<file path="src/rtl/sle_pkg.sv">
// Shared types, operation codes and sizing constants for the sorted list engine.
package sle_pkg;

	localparam int DEF_CAPACITY = 16;
	localparam int VALUE_W      = 32;
	localparam int KIND_W       = 2;
	localparam int POS_W        = 4;
	localparam int CNT_W        = 5;

	localparam logic [KIND_W-1:0] KIND_INSERT = 2'd0;
	localparam logic [KIND_W-1:0] KIND_REMOVE = 2'd1;
	localparam logic [KIND_W-1:0] KIND_SEARCH = 2'd2;

	typedef struct packed {
		logic [KIND_W-1:0]         kind;
		logic signed [VALUE_W-1:0] value;
	} req_t;

	typedef struct packed {
		logic             found;
		logic [POS_W-1:0] position;
		logic [CNT_W-1:0] count;
		logic             full_reject;
	} rsp_t;

	typedef struct packed {
		logic load;
		logic rd;
		logic step;
		logic fin;
	} sle_cmd_t;

	typedef struct packed {
		logic skip;
		logic more;
		logic stop;
	} sle_status_t;

endpackage

</file>
<file path="src/rtl/sle_ram.sv">
// Generic single-write, single-read RAM with a registered read port.
module sle_ram #(
	parameter int WIDTH = 32,
	parameter int DEPTH = 16
) (
	input  logic                     clk,
	input  logic                     we,
	input  logic [$clog2(DEPTH)-1:0] waddr,
	input  logic [WIDTH-1:0]         wdata,
	input  logic                     re,
	input  logic [$clog2(DEPTH)-1:0] raddr,
	output logic [WIDTH-1:0]         rdata
);

	logic [WIDTH-1:0] mem_q [DEPTH];
	logic [WIDTH-1:0] rdata_q;

	always_ff @(posedge clk) begin
		if (we) begin
			mem_q[waddr] <= wdata;
		end
		if (re) begin
			rdata_q <= mem_q[raddr];
		end
	end

	assign rdata = rdata_q;

endmodule

</file>
<file path="src/rtl/sle_dpath.sv">
// Datapath of the sorted list engine: entry store, scan pointer, count and result register.
module sle_dpath import sle_pkg::*; #(
	parameter int CAPACITY = DEF_CAPACITY
) (
	input  logic        clk,
	input  logic        arst_n,
	input  req_t        req,
	input  sle_cmd_t    cmd,
	output sle_status_t status,
	output rsp_t        rsp
);

	localparam int AW = $clog2(CAPACITY);
	localparam int CW = $clog2(CAPACITY + 1);

	logic [KIND_W-1:0]         kind_q;
	logic signed [VALUE_W-1:0] value_q;
	logic [CW-1:0]             p_q;
	logic [CW-1:0]             idx_q;
	logic                      matched_q;
	logic [CW-1:0]             occ_q;
	rsp_t                      rsp_q;

	logic                      is_ins;
	logic                      is_rem;
	logic                      is_srch;
	logic                      full;
	logic [CW-1:0]             pm1;
	logic [VALUE_W-1:0]        rdata;
	logic                      ge;
	logic                      eq;
	logic                      we;
	logic [AW-1:0]             waddr;
	logic [VALUE_W-1:0]        wdata;
	logic [AW-1:0]             raddr;
	logic [CW-1:0]             occ_next;
	logic [CW-1:0]             pos_sel;

	assign is_ins  = (kind_q == KIND_INSERT);
	assign is_rem  = (kind_q == KIND_REMOVE);
	assign is_srch = (kind_q == KIND_SEARCH);
	assign full    = (occ_q == CW'(CAPACITY));
	assign pm1     = p_q - CW'(1);
	assign ge      = ($signed(rdata) >= value_q);
	assign eq      = (rdata == value_q);

	assign status.more = is_ins ? (p_q != '0) : (p_q < occ_q);
	assign status.skip = (is_ins && full) || !(is_ins || is_rem || is_srch);
	assign status.stop = is_ins ? !ge : (is_srch && eq);

	assign raddr = is_ins ? pm1[AW-1:0] : p_q[AW-1:0];

	always_comb begin
		we    = 1'b0;
		waddr = p_q[AW-1:0];
		wdata = rdata;
		if (cmd.step && is_ins && ge) begin
			we = 1'b1;
		end else if (cmd.step && is_rem && matched_q) begin
			we    = 1'b1;
			waddr = pm1[AW-1:0];
		end else if (cmd.fin && is_ins && !full) begin
			we    = 1'b1;
			wdata = value_q;
		end
	end

	always_comb begin
		occ_next = occ_q;
		pos_sel  = '0;
		if (is_ins && !full) begin
			occ_next = occ_q + CW'(1);
			pos_sel  = p_q;
		end else if (is_rem && matched_q) begin
			occ_next = occ_q - CW'(1);
			pos_sel  = idx_q;
		end else if (is_srch && matched_q) begin
			pos_sel = idx_q;
		end
	end

	sle_ram #(
		.WIDTH(VALUE_W),
		.DEPTH(CAPACITY)
	) u_ram (
		.clk  (clk),
		.we   (we),
		.waddr(waddr),
		.wdata(wdata),
		.re   (cmd.rd),
		.raddr(raddr),
		.rdata(rdata)
	);

	always_ff @(posedge clk) begin
		if (cmd.load) begin
			kind_q  <= req.kind;
			value_q <= req.value;
		end
		if (cmd.fin) begin
			rsp_q.found       <= (is_rem || is_srch) && matched_q;
			rsp_q.position    <= POS_W'(pos_sel);
			rsp_q.count       <= CNT_W'(occ_next);
			rsp_q.full_reject <= is_ins && full;
		end
	end

	always_ff @(posedge clk or negedge arst_n) begin
		if (!arst_n) begin
			p_q       <= '0;
			idx_q     <= '0;
			matched_q <= 1'b0;
			occ_q     <= '0;
		end else begin
			if (cmd.load) begin
				p_q       <= (req.kind == KIND_INSERT) ? occ_q : '0;
				idx_q     <= '0;
				matched_q <= 1'b0;
			end else if (cmd.step) begin
				if (is_ins) begin
					if (ge) begin
						p_q <= pm1;
					end
				end else if (is_rem) begin
					if (!matched_q && eq) begin
						matched_q <= 1'b1;
						idx_q     <= p_q;
					end
					p_q <= p_q + CW'(1);
				end else if (eq) begin
					matched_q <= 1'b1;
					idx_q     <= p_q;
				end else begin
					p_q <= p_q + CW'(1);
				end
			end
			if (cmd.fin) begin
				occ_q <= occ_next;
			end
		end
	end

	assign rsp = rsp_q;

	a_occ_bound: assert property (@(posedge clk) disable iff (!arst_n)
		occ_q <= CW'(CAPACITY))
		else $error("stored count exceeds capacity");

	a_ins_count: assert property (@(posedge clk) disable iff (!arst_n)
		cmd.fin && is_ins && !full |=> occ_q == $past(occ_q) + CW'(1))
		else $error("accepted insert did not raise the count by one");

	a_rem_count: assert property (@(posedge clk) disable iff (!arst_n)
		cmd.fin && is_rem && matched_q |=> occ_q == $past(occ_q) - CW'(1))
		else $error("matched remove did not lower the count by one");

endmodule

</file>
<file path="src/rtl/sle_ctrl.sv">
// Controller state machine of the sorted list engine: sequences scan, shift and result handoff.
module sle_ctrl import sle_pkg::*; (
	input  logic        clk,
	input  logic        arst_n,
	input  logic        req_valid,
	output logic        req_stall,
	output logic        rsp_valid,
	input  logic        rsp_stall,
	input  sle_status_t status,
	output sle_cmd_t    cmd
);

	localparam logic [1:0] ST_IDLE = 2'd0;
	localparam logic [1:0] ST_RD   = 2'd1;
	localparam logic [1:0] ST_CMP  = 2'd2;
	localparam logic [1:0] ST_FIN  = 2'd3;

	logic [1:0] state_q;
	logic [1:0] state_next;
	logic       rsp_valid_q;
	logic       rsp_free;

	assign req_stall = (state_q != ST_IDLE);
	assign rsp_free  = !rsp_valid_q || !rsp_stall;

	always_comb begin
		state_next = state_q;
		cmd        = '0;
		unique case (state_q)
			ST_IDLE: begin
				if (req_valid) begin
					cmd.load   = 1'b1;
					state_next = ST_RD;
				end
			end
			ST_RD: begin
				if (status.skip || !status.more) begin
					state_next = ST_FIN;
				end else begin
					cmd.rd     = 1'b1;
					state_next = ST_CMP;
				end
			end
			ST_CMP: begin
				cmd.step   = 1'b1;
				state_next = status.stop ? ST_FIN : ST_RD;
			end
			ST_FIN: begin
				if (rsp_free) begin
					cmd.fin    = 1'b1;
					state_next = ST_IDLE;
				end
			end
			default: begin
				state_next = ST_IDLE;
			end
		endcase
	end

	always_ff @(posedge clk or negedge arst_n) begin
		if (!arst_n) begin
			state_q     <= ST_IDLE;
			rsp_valid_q <= 1'b0;
		end else begin
			state_q <= state_next;
			if (cmd.fin) begin
				rsp_valid_q <= 1'b1;
			end else if (!rsp_stall) begin
				rsp_valid_q <= 1'b0;
			end
		end
	end

	assign rsp_valid = rsp_valid_q;

	a_cmd_onehot: assert property (@(posedge clk) disable iff (!arst_n)
		$onehot0({cmd.load, cmd.rd, cmd.step, cmd.fin}))
		else $error("more than one datapath command in a cycle");

	a_fin_valid: assert property (@(posedge clk) disable iff (!arst_n)
		cmd.fin |=> rsp_valid)
		else $error("finished operation did not raise the result beat");

	a_no_overwrite: assert property (@(posedge clk) disable iff (!arst_n)
		cmd.fin |-> !(rsp_valid_q && rsp_stall))
		else $error("result register overwritten while still stalled");

endmodule

</file>
<file path="src/rtl/sorted_list_engine.sv">
// Top level of the sorted list engine: a bounded ascending multiset of signed values.
// Each request scans the stored entries in turn: insert stops at the first entry below
// the value, search at the match, and remove examines every stored entry.
// A new request beat is taken once the previous result sits in the output register.
// Reset clears the count and control state; stored values are undefined until written.
module sorted_list_engine import sle_pkg::*; #(
	parameter int CAPACITY = DEF_CAPACITY
) (
	input  logic clk,
	input  logic arst_n,
	input  logic req_valid,
	output logic req_stall,
	input  req_t req,
	output logic rsp_valid,
	input  logic rsp_stall,
	output rsp_t rsp
);

	sle_cmd_t    cmd;
	sle_status_t status;

	sle_ctrl u_ctrl (
		.clk      (clk),
		.arst_n   (arst_n),
		.req_valid(req_valid),
		.req_stall(req_stall),
		.rsp_valid(rsp_valid),
		.rsp_stall(rsp_stall),
		.status   (status),
		.cmd      (cmd)
	);

	sle_dpath #(
		.CAPACITY(CAPACITY)
	) u_dpath (
		.clk   (clk),
		.arst_n(arst_n),
		.req   (req),
		.cmd   (cmd),
		.status(status),
		.rsp   (rsp)
	);

endmodule

</file>
<file path="config.mk">
export PLATFORM = sky130hd
export DESIGN_NAME = sorted_list_engine
export DESIGN_NICKNAME = d
export VERILOG_FILES = /design/src/rtl/sle_pkg.sv /design/src/rtl/sle_ram.sv /design/src/rtl/sle_dpath.sv /design/src/rtl/sle_ctrl.sv /design/src/rtl/sorted_list_engine.sv
export SDC_FILE = /design/constraint.sdc
export NUM_CORES = 1
export LEC_CHECK = 0
export BUFFER_PORTS_ARGS = -buffer_cell sky130_fd_sc_hd__buf_2
export CORE_UTILIZATION = 30
export DETAILED_ROUTE_END_ITERATION = 8
export HOLD_SLACK_MARGIN = 0.06
export SYNTH_ARGS = -nofsm -noshare
export SYNTH_HDL_FRONTEND = slang
export SYNTH_SLANG_ARGS = --single-unit
</file>
<file path="constraint.sdc">
create_clock -name clk -period 5.6 [get_ports clk]
set_clock_uncertainty 0.05 [all_clocks]
set_input_delay 0.84 -clock clk [delete_from_list [all_inputs] [get_ports clk]]
set_output_delay 0.84 -clock clk [all_outputs]
set_load 0.05 [all_outputs]
</file>
==> results.ini <==
[status]
outcome = finished, final reports clean

[grt]
grt_max_degree = 65
grt_pass1_vias = 12000
grt-ovfl-total = 0
grt_pass1_wl_um = 81800
grt_usage = 0.135
antenna_found_initial = 2

[yosys]
async_flop_share = 0.0297
syn_nets = 1277
synthMuxAreaShare = 0.150
synth_area_leader_cell = edfxtp_1
synth_area_per_cell_sq_um = 20.3
synth_top_family_by_area = multiplexers
seq_area_frac_synth = 0.749
synth_cell_types = 50
synth-simple-area-share = 0.0309
synth_area_leaders = edfxtp_1 73%, mux4_2 15%, ha_1 2.4%
ys_seq_elements = 607
synthDominantCellAreaShare = 0.731
synth_xor_area_frac = 0.00398
synth_edf_count = 589
syn_inst = 1193
synthFlopType = edfxtp_1
synth_area_sq_um = 24200
synthAdderAreaFrac = 0.0238
ys_warn_count = 0
synth-compound-area-share = 0.0264

[die]
initial_core_util = 0.305
fp.dieW_um = 286
dieArea_sq_um = 81800
core_sq_um = 79400
ioPinCount = 51
rows = 103
die_y_um = 286

[place]
port_buffers = 50
hpwlAfterDp_um = 34900
place.gp.congestion = 0.796
placed_cell_area_sq_um = 26200
dp_slack_ns = 1.06

[power_and_ir_drop]
p_sw_uw = 4850
power_uw = 15000
max-vdd-ir-drop_mv = 0.247
p_per_area_nw_per_um2 = 534
clockPowerShare = 0.254
swShare = 0.324
seq_power_share = 0.411
internal_power_uw = 10100
comb_power_share = 0.335
p_leak_uw = 0.00913

[finish]
fin_util = 0.354
nets = 1396
layout-drive-gt1-share = 0.277
diodes = 0
final_cell_area_sq_um = 28100
area_delta_synth_final_pct = 16.0

[route]
wl_per_cell_um = 22.6
post_drt_via_cell_ratio = 4.92
vias = 11800
route.detailed.drc = 0
drtIter0Drc = 1263
final_antenna_net_count = 0
wl_um = 54500
drt_first_pass_iters = 5

[setup_path]
criticalPathCategory = flip-flop to flip-flop
end_kind = flip-flop
rr_worst_depth = 11
required_ns = 5.79
worstReg2RegStart = u_dpath.kind_q[1]
crit_arrival_ns = 4.70
r2r_setup_slack_ns = 1.09
crit_end = u_dpath.u_ram.mem_q[9][30]
r2r_end = u_dpath.u_ram.mem_q[9][30]
crit_fanout = 32
setup.worst_path.start = u_dpath.kind_q[1]
critPathLaunchType = flip-flop

[clock_network]
tritoncts = yes
cts_num_sinks = 607
cts_made_buffers = 60
clkSlewWorstSetupHoldPaths_ns = 0.06
root_buffer = clkbuf_16
insertion_delay_ns = 0.63
cts.repair.resized = 0
post_cts_buffers = 0
cts_hold_buffers = 0
clock_path_buffers = 3
htreeDepth = 2

[timing]
slew_violations = 0
max_freq_ghz = 0.222
setup_ws_ns = 1.09
setup_tns_ns = 0
grt_setup_unrepaired = false
post-route-period-util = 0.805
hold_violations = 0
slew_headroom = 0.143
tightest_slew_ns = 1.28
setup_viol = 0
layout_min_cycle_time_ns = 4.51

[flow_run]
cap_violations = 0

[worst_hold_path]
hold_class = input pin to asynchronous set/reset pin

layout make-up:
type	instances	area [sq um]
Clock buffer	76	1560
Timing Repair Buffer	104	718
Multi-Input combinational cell	490	5880
Clock inverter	33	274
Inverter	49	184
Fill cell	7399	51300
Sequential cell	607	18100
Tap cell	1050	1310
layout by cell type (no fill, tap or decap), types with 2 or more instances in the layout:
master | Yosys | routed
a41oi_1 | 2 | 2
a31oi_1 | 3 | 3
buf_2 | 5 | 50
and2_1 | 2 | 2
edfxtp_1 | 589 | 589
o311a_2 | 2 | 2
a21o_1 | 3 | 3
clkinvlp_4 | 0 | 3
xnor2_1 | 10 | 9
o21ai_0 | 55 | 34
clkinv_2 | 0 | 6
ha_1 | 46 | 45
nand2b_1 | 5 | 5
buf_12 | 0 | 5
a211oi_1 | 2 | 2
bufinv_16 | 0 | 3
dfrtp_1 | 18 | 18
nand4_1 | 7 | 7
o21ai_1 | 0 | 21
clkbuf_1 | 29 | 16
nand2_1 | 75 | 74
a221oi_1 | 3 | 3
nor2_1 | 39 | 22
mux4_2 | 160 | 160
inv_1 | 47 | 47
nor3_1 | 10 | 10
a21oi_1 | 23 | 22
nor4_1 | 7 | 7
a21oi_2 | 1 | 2
nand2_2 | 1 | 2
nor2_4 | 0 | 17
clkbuf_16 | 0 | 60
clkinv_1 | 2 | 18
nand3_1 | 10 | 10
o31ai_1 | 2 | 2
o2bb2ai_1 | 2 | 2
buf_4 | 1 | 49
how the worst min path moves through the flow:
stage | start | endpoint | slack (ns) | depth (start not counted)
2_1_floorplan | u_dpath.idx_q[0] | u_dpath.idx_q[0] | 0.45 | 2
3_3_place_gp | u_ctrl.rsp_valid | u_ctrl.rsp_valid | 0.44 | 2
3_5_place_dp | u_ctrl.rsp_valid | u_ctrl.rsp_valid | 0.47 | 2
4_1_cts | arst_n | u_dpath.matched_q | 0.09 | 1
5_1_grt | arst_n | u_dpath.matched_q | 0.14 | 1
6_report | arst_n | u_dpath.matched_q | 0.12 | 1
cell families after synthesis:
group	after synthesis
buffers and inverters	96
AO/OA/AOI/OAI	106
XOR/XNOR	11
AND/OR/NAND/NOR	164
multiplexers	163
flip-flops	607
adder cells (fa/ha/maj)	46
worst max-delay path, cell delays in order (launching register included):
cell and delay (ns):
edfxtp_1 0.43, inv_1 0.11, ha_1 0.47, clkinv_1 0.45, a31oi_1 0.55, nand2_2 0.09
buf_4 0.24, o21ai_0 0.11, nor3_1 0.08, o2bb2ai_1 0.24, nand2b_1 0.35, nor2_4 0.93
synth_stat cells (2+ instances only):
| cell | instances |
|---|---|
| edfxtp_1 | 589 |
| mux4_2 | 160 |
| nand2_1 | 75 |
| o21ai_0 | 55 |
| inv_1 | 47 |
| ha_1 | 46 |
| nor2_1 | 39 |
| clkbuf_1 | 29 |
| a21oi_1 | 23 |
| dfrtp_1 | 18 |
| buf_1 | 12 |
| nand3_1 | 10 |
| nor3_1 | 10 |
| xnor2_1 | 10 |
| nand4_1 | 7 |
| nor4_1 | 7 |
| buf_2 | 5 |
| nand2b_1 | 5 |
| a21o_1 | 3 |
| a221oi_1 | 3 |
| a31oi_1 | 3 |
| a211oi_1 | 2 |
| a41oi_1 | 2 |
| and2_1 | 2 |
| clkinv_1 | 2 |
| mux2i_1 | 2 |
| o2bb2ai_1 | 2 |
| o311a_2 | 2 |
| o31ai_1 | 2 |
layer usage:
| metal | routed length [um] | GRT usage | vias to the layer above |
|---|---|---|---|
| li1 | - | - | 5123 |
| met1 | 25600 | 0.207 | 6254 |
| met2 | 24100 | 0.196 | 410 |
| met3 | 3990 | 0.0276 | 59 |
| met4 | 777 | 0.0297 | 0 |
| met5 | 0 | 0 | - |
power groups by stage:
stage | logic, uW | clock network [uW] | registers [uW]
after floorplan | 3090 | 0 | 6310
after global placement | 5000 | 0 | 6240
after CTS | 5090 | 3890 | 6160
final | 5010 | 3800 | 6160
after detailed placement | 5070 | 0 | 6250
after global routing | 5390 | 4060 | 6190
state kept, by name, indices dropped and copies added, names as in the netlist:
register / count
u_ctrl.rsp_valid: 1
u_dpath.kind_q: 2
u_dpath.occ_q: 5
u_dpath.matched_q: 1
u_dpath.u_ram.mem_q: 512
u_dpath.p_q: 5
u_dpath.idx_q: 4
u_dpath.value_q: 32
u_dpath.rsp: 11
u_dpath.u_ram.rdata: 32
u_ctrl.state_q: 2
metrics by stage:
step	instances	hold WS, ns
3_3_place_gp	2300	0.439
5_1_grt	2409	0.138
6_report	2409	0.116
3_5_place_dp	2300	0.468
4_1_cts	2409	0.0907
2_1_floorplan	1193	0.453
Note: power is estimated with default switching activity, not from simulation.
